## src/design/sihd_pkg.sv

```systemverilog
// Shared types and constants for the source identity hash and dedup block.
package sihd_pkg;

  localparam logic [63:0] BASIS_HIGH = 64'd14695981039346656037;
  localparam logic [63:0] BASIS_LOW  = 64'd7809847782465536322;
  localparam logic [63:0] TAG_WORD   = 64'h43454c4c45524131;
  localparam logic [63:0] GOLDEN     = 64'h9e3779b97f4a7c15;

  // FNV 64 prime is 2^40 + 0x1b3
  localparam int          FNV_PRIME_SHIFT = 40;
  localparam logic [8:0]  FNV_PRIME_LOW   = 9'h1b3;

  localparam int          HASH_WORDS = 6;
  localparam int          HASH_STEPS = HASH_WORDS * 8;

  typedef enum logic [2:0] {
    STAT_OK         = 3'd0,
    STAT_INCOMPLETE = 3'd1,
    STAT_DUPLICATE  = 3'd2,
    STAT_FAILED     = 3'd3,
    STAT_FULL       = 3'd4
  } status_t;

  typedef enum logic [1:0] {
    S_IDLE,
    S_HASH,
    S_SEARCH
  } state_t;

  typedef struct packed {
    logic        start_batch;
    logic [63:0] owner_word;
    logic [63:0] file_word;
    logic [63:0] offset_word;
    logic [63:0] decl_word;
    logic [63:0] rev_word;
    logic        node_valid;
  } in_item_t;

  typedef struct packed {
    logic [63:0] identity_high;
    logic [63:0] identity_low;
    status_t     status;
  } out_item_t;

  // one FNV-1a byte step
  function automatic logic [63:0] fnv_step(input logic [63:0] h, input logic [7:0] b);
    logic [63:0] x;
    x = h ^ {56'd0, b};
    return (x << FNV_PRIME_SHIFT) + (x * 64'(FNV_PRIME_LOW));
  endfunction

endpackage

```

## src/design/sihd_fnv.sv

```systemverilog
// Two-lane FNV-1a 64 hash unit, one byte per lane per cycle.
module sihd_fnv
  import sihd_pkg::*;
(
  input  logic        clk,
  input  logic        rst_n,
  input  logic        load,
  input  in_item_t    item,
  output logic        done,
  output logic [63:0] hash_high,
  output logic [63:0] hash_low
);

  localparam int STEP_W = $clog2(HASH_STEPS);

  logic [HASH_WORDS*64-1:0] sr_r, sr_nxt;
  logic [STEP_W-1:0]        step_r, step_nxt;
  logic                     run_r, run_nxt;
  logic                     done_r, done_nxt;
  logic [63:0]              hi_r, hi_nxt;
  logic [63:0]              lo_r, lo_nxt;
  logic [7:0]               gbyte;
  logic                     last;

  assign gbyte = 8'(GOLDEN >> {step_r[2:0], 3'b000});
  assign last  = (step_r == STEP_W'(HASH_STEPS - 1));

  always_comb begin
    sr_nxt   = sr_r;
    step_nxt = step_r;
    run_nxt  = run_r;
    done_nxt = 1'b0;
    hi_nxt   = hi_r;
    lo_nxt   = lo_r;
    if (load) begin
      sr_nxt   = {item.rev_word, item.decl_word, item.offset_word,
                  item.file_word, item.owner_word, TAG_WORD};
      step_nxt = '0;
      run_nxt  = 1'b1;
      hi_nxt   = BASIS_HIGH;
      lo_nxt   = BASIS_LOW;
    end else if (run_r) begin
      hi_nxt   = fnv_step(hi_r, sr_r[7:0]);
      lo_nxt   = fnv_step(lo_r, sr_r[7:0] ^ gbyte);
      sr_nxt   = sr_r >> 8;
      step_nxt = step_r + STEP_W'(1);
      if (last) begin
        run_nxt  = 1'b0;
        done_nxt = 1'b1;
      end
    end
  end

  always_ff @(posedge clk) begin
    if (!rst_n) begin
      run_r  <= 1'b0;
      done_r <= 1'b0;
      step_r <= '0;
    end else begin
      run_r  <= run_nxt;
      done_r <= done_nxt;
      step_r <= step_nxt;
    end
  end

  always_ff @(posedge clk) begin
    sr_r <= sr_nxt;
    hi_r <= hi_nxt;
    lo_r <= lo_nxt;
  end

  assign done      = done_r;
  assign hash_high = hi_r;
  // all-zero identity is reserved
  assign hash_low  = ((hi_r | lo_r) == 64'd0) ? 64'd1 : lo_r;

endmodule

```

## config.mk

```make
export PLATFORM = sky130hd
export DESIGN_NAME = sihd_fnv
export DESIGN_NICKNAME = d
export VERILOG_FILES = /design/src/design/sihd_pkg.sv /design/src/design/sihd_fnv.sv
export SDC_FILE = /design/constraint.sdc
export NUM_CORES = 2
export LEC_CHECK = 0
export ABC_AREA = 1
export BUFFER_PORTS_ARGS = -buffer_cell sky130_fd_sc_hd__buf_2
export CORE_MARGIN = 2
export CORE_UTILIZATION = 55
export CTS_CLUSTER_SIZE = 24
export DETAILED_ROUTE_END_ITERATION = 10
export GPL_ROUTABILITY_DRIVEN = 0
export PLACE_DENSITY = 0.83
export SYNTH_ARGS = -nofsm -noshare
export SYNTH_HDL_FRONTEND = slang
export SYNTH_SLANG_ARGS = --single-unit
```

## constraint.sdc

```tcl
create_clock -name clk -period 31.6 [get_ports clk]
set_clock_uncertainty 0.1 [all_clocks]
set_input_delay 1.58 -clock clk [delete_from_list [all_inputs] [get_ports clk]]
set_output_delay 1.58 -clock clk [all_outputs]
set_load 0.005 [all_outputs]
```

Word level (Yosys, flattened, before mapping)
Cells that the tools add are included.
Widths: inputs -> output; s select.

operators by class
  eq/ne operators = 1
  reduce and logical (&&, ||, !) cells = 4
  multiply operators = 2
  add/subtract/negate cells = 3
  shift operators = 1
  multiplexer cells = 7
  bitwise gates (word level) = 6

operator list
  operator               count
  $mux 384               2
  $add 64x64->64         2
  $mul 64x9->64 const B  2
  $xor 64x8->64          2
  $logic_not 64->1       1
  $mux 64                1
  $or 64x64->64          1
  $shr 64x6->8 const A   1
  $xor 8x8->8            1
  $add 6x1->6 const B    1
  $eq 6x6->1 const B     1
  $mux 1                 4
  $reduce_or 3->1        1
  $not 1->1              2
  $reduce_bool 2->1      1
  $reduce_or 2->1        1

storage, ports and cells
  register bits = 520
  bits of input ports = 325

Longest topological paths before layout
  depth in word-level cells = 5
  depth in mapped cells = 29

Worst setup path before layout
Ideal clock, no wire load.

  path type = input port to flip-flop
  start = input load
  end = register sr_r[100] (enable)
  library setup time = 0.810 ns
  path buffers = 2
  stages on the path = 4
  setup slack = 19.931 ns
  arrival time = 10.759 ns
  cell sequence = buf_2 -> nor2_2 -> inv_1 -> clkbuf_1

on the way
  longest elaborated chain between the ends = 1

RTL lines
  item                         line            RTL
  start: declaration           sihd_fnv.sv:7   input logic load,
  $reduce_bool 2->1 (no line)  -
  end signal: assignment       sihd_fnv.sv:67  sr_r <= sr_nxt;
  end: declaration             sihd_fnv.sv:16  logic [HASH_WORDS*64-1:0] sr_r, sr_nxt;

No other way between the ends.
A chain may end at the register's enable or synchronous reset.

Worst setup path after layout
  start = register step_r[0]
  end = register lo_r[37]

on the way
  longest elaborated chain between the ends = 5

RTL lines
  item                      line            RTL
  start: declaration        sihd_fnv.sv:17  logic [STEP_W-1:0] step_r, step_nxt;
  start signal: assignment  sihd_fnv.sv:62  step_r <= step_nxt;
  $shr 64x6->8              sihd_fnv.sv:25  assign gbyte = 8'(GOLDEN >> {step_r[2:0], 3'b000});
  $xor 8x8->8               sihd_fnv.sv:44  lo_nxt = fnv_step(lo_r, sr_r[7:0] ^ gbyte);
  $xor 64x8->64             sihd_pkg.sv:49  x = h ^ {56'd0, b};
  $mul 64x9->64             sihd_pkg.sv:50  return (x << FNV_PRIME_SHIFT) + (x * 64'(FNV_PRIME_LOW));
  $add 64x64->64            sihd_pkg.sv:50
  end signal: assignment    sihd_fnv.sv:69  lo_r <= lo_nxt;
  end: declaration          sihd_fnv.sv:21  logic [63:0] lo_r, lo_nxt;

No other way between the ends.

==> results.py <==
metrics = {
    "sta": {
        "fmax_ghz": 0.157,
        "slew_headroom": 0.224,
        "hold_viol": 0,
        "tightest_slew_ns": 1.16,
        "drv_slew": 0,
        "hold_slack_ns": 0.327,
        "finalSetupViolations": 0,
        "period_share": 0.202,
        "period_minus_slack_ns": 6.37,
        "fin_tns_setup_ns": 0,
        "rsz0062_at_grt": "false",
    },
    "logic_synthesis": {
        "syn_avg_cell_area_um2": 8.74,
        "syn-num-nets": 6368,
        "yosysMostFrequentCell": "inv_1",
        "synth_warnings": 0,
        "synthFlopType": "edfxtp_1",
        "synth_top_cell_area_share": 0.211,
        "ys_types": 46,
        "ys_top_cells_by_area": "edfxtp_1, fa_1, inv_1",
        "syn_area_um2": 45600,
        "synth_top_area_cell": "edfxtp_1",
        "synth_common_cells": "inv_1, nand2_1, fa_1",
        "netlist_instances": 5213,
        "ys_ff_latch": 520,
        "ys_seq_area_frac": 0.299,
        "synth_edf_count": 320,
        "synthArstFlopShare": 0,
    },
    "routing": {
        "ant_nets": 0,
        "route.met3.wl_um": 17100,
        "wl_um": 139000,
        "topRoutingLayerUsed": "met5",
        "first_iter_violations": 4399,
        "dr_total_vias": 38000,
        "wl_per_cell_um": 20.9,
        "viasPerCell": 5.67,
        "route.detailed.drc": 0,
        "first_pass_iters": 6,
        "dr_wl_met2_um": 62300,
        "met1Wirelength_um": 50500,
    },
    "worst_setup_path": {
        "crit_buf_inv": 3,
        "critPathKind": "flip-flop to flip-flop",
        "start_kind": "flip-flop",
        "path_max_fanout": 5,
        "worstPathArrival_ns": 6.86,
        "cp_slowest_cell": "xor2_1",
        "max_stage_delay_ns": 0.70,
        "critical_path.top_delay_family": "adder cells",
        "crit_path_frequent_cell": "nand2_1",
        "cp.required_ns": 32.09,
        "worstSetupEndpointType": "flip-flop",
    },
    "cts": {
        "postCtsSetupBuffers": 0,
        "cts_buffers": 55,
        "cts_tree": "yes",
        "clk_pin_slew_ns": 0.07,
        "htree_levels": 2,
        "cts_root_buf": "clkbuf_16",
        "cts_sinks": 520,
        "ctsResizeCount": 0,
        "clk_latency_ns": 0.65,
        "cts_buffer_depth": 3,
        "holdBufCountCts": 0,
    },
    "finish": {
        "final_area_um2": 50500,
        "layout.cells.non_filler": 6688,
        "layout-drive-gt1-share": 0.105,
        "nNetsFinal": 6707,
        "syn_to_final_growth_pct": 10.8,
    },
    "place": {
        "portBuffers": 451,
        "post_dp_cell_area_um2": 48600,
        "placed_cells": 6565,
        "place_hpwl_um": 110000,
    },
    "global_route": {
        "grt_pass1_vias": 37700,
        "grt_max_degree": 241,
        "grt_usage": 0.324,
        "antenna_found_initial": 41,
        "grt_pass1_wl_um": 213000,
        "overflow": 0,
    },
    "outcome": {
        "status": "completed",
    },
    "die": {
        "ios": 454,
        "core_um2": 82100,
        "die_h_um": 292,
        "rows": 105,
        "start_util": 0.555,
        "dieWidth_um": 292,
        "dieArea_um2": 85200,
    },
    "flow_run": {
        "drv_cap": 0,
    },
    "worst_hold_path": {
        "worstHoldPathType": "flip-flop to flip-flop",
    },
}
==> metal layers <==
layer / track usage / vias to the layer above
met5: 0 / -
met4: 0.182 / 40
met3: 0.0933 / 525
met1: 0.405 / 18000
li1: - / 17200
met2: 0.507 / 2187
==> through the flow <==
step | util | worst slack, ns
4_1_cts | 0.614 | 25.43
3_5_place_dp | 0.592 | 25.39
3_3_place_gp | 0.592 | 25.54
5_1_grt | 0.615 | 25.02
6_report | 0.615 | 25.23
2_1_floorplan | - | 19.93
==> tightest hold or removal path, stage by stage, from the launching register on <==
cell	delay, ns
dfxtp_1	0.29
inv_1	0.07
a22oi_1	0.06
==> final timing paths <==
| kind | start | endpoint | slack, ns | cells past startpoint |
|---|---|---|---|---|
| worst min-delay path | sr_r[43] | sr_r[35] | 0.33 | 2 |
| worst max register to register | step_r[0] | lo_r[37] | 25.23 | 25 |
| worst max-delay path | step_r[0] | lo_r[37] | 25.23 | 25 |
| worst min register to register | sr_r[43] | sr_r[35] | 0.33 | 2 |
==> flip-flops by register name, summed over array words and instances, names as in the netlist <==
name / cells
done: 1
sr_r: 384
step_r: 6
lo_r: 64
hash_high: 64
run_r: 1
==> layout by cell type, fill, tap and decap left out, drive strengths merged, types with 3 or more instances in the layout <==
cell type | Yosys | final
o22ai | 44 | 44
ha | 350 | 350
a21o | 5 | 5
inv | 1215 | 1216
fa | 480 | 480
nand2 | 1100 | 1100
a21oi | 201 | 201
a22oi | 19 | 19
clkbuf | 129 | 72
and2 | 4 | 4
o21ai | 126 | 126
o21a | 3 | 3
buf | 53 | 464
dfxtp | 200 | 200
xor2 | 51 | 51
nand3b | 19 | 19
clkinv | 0 | 19
nor4 | 24 | 24
o21bai | 19 | 19
nor3 | 36 | 36
or2 | 3 | 3
xnor2 | 41 | 41
nand3 | 171 | 171
nor2 | 235 | 235
diode | 0 | 22
edfxtp | 320 | 320
a22o | 313 | 313
nand4 | 41 | 41
bufinv | 0 | 7
==> area by class of cell <==
type                            count  area [um2]
Timing Repair Buffer              464        2390
Tap cell                         1070        1340
Fill cell                        6690       31600
Multi-Input combinational cell   3296       26700
Clock buffer                       72        1470
Antenna cell                       22        55.1
Clock inverter                     29         405
Inverter                         1215        4570
Sequential cell                   520       13600
==> cell families (layout without fill, tap and decap cells) <==
group,after synthesis,count (layout),synth area share
muxes,1,1,0.000302
DFF,520,520,0.299
buffers and inverters,1397,1780,0.117
AOI/OAI and AO/OA,735,735,0.111
xor gates and xnor gates,92,92,0.0183
other,0,22,0
and+or+nand+nor,1638,1638,0.148
adders and majority gates,830,830,0.307
Power is left out: the tool's default activity adds up to more than one toggle a clock period on the data nets, which glitch-free logic cannot reach.
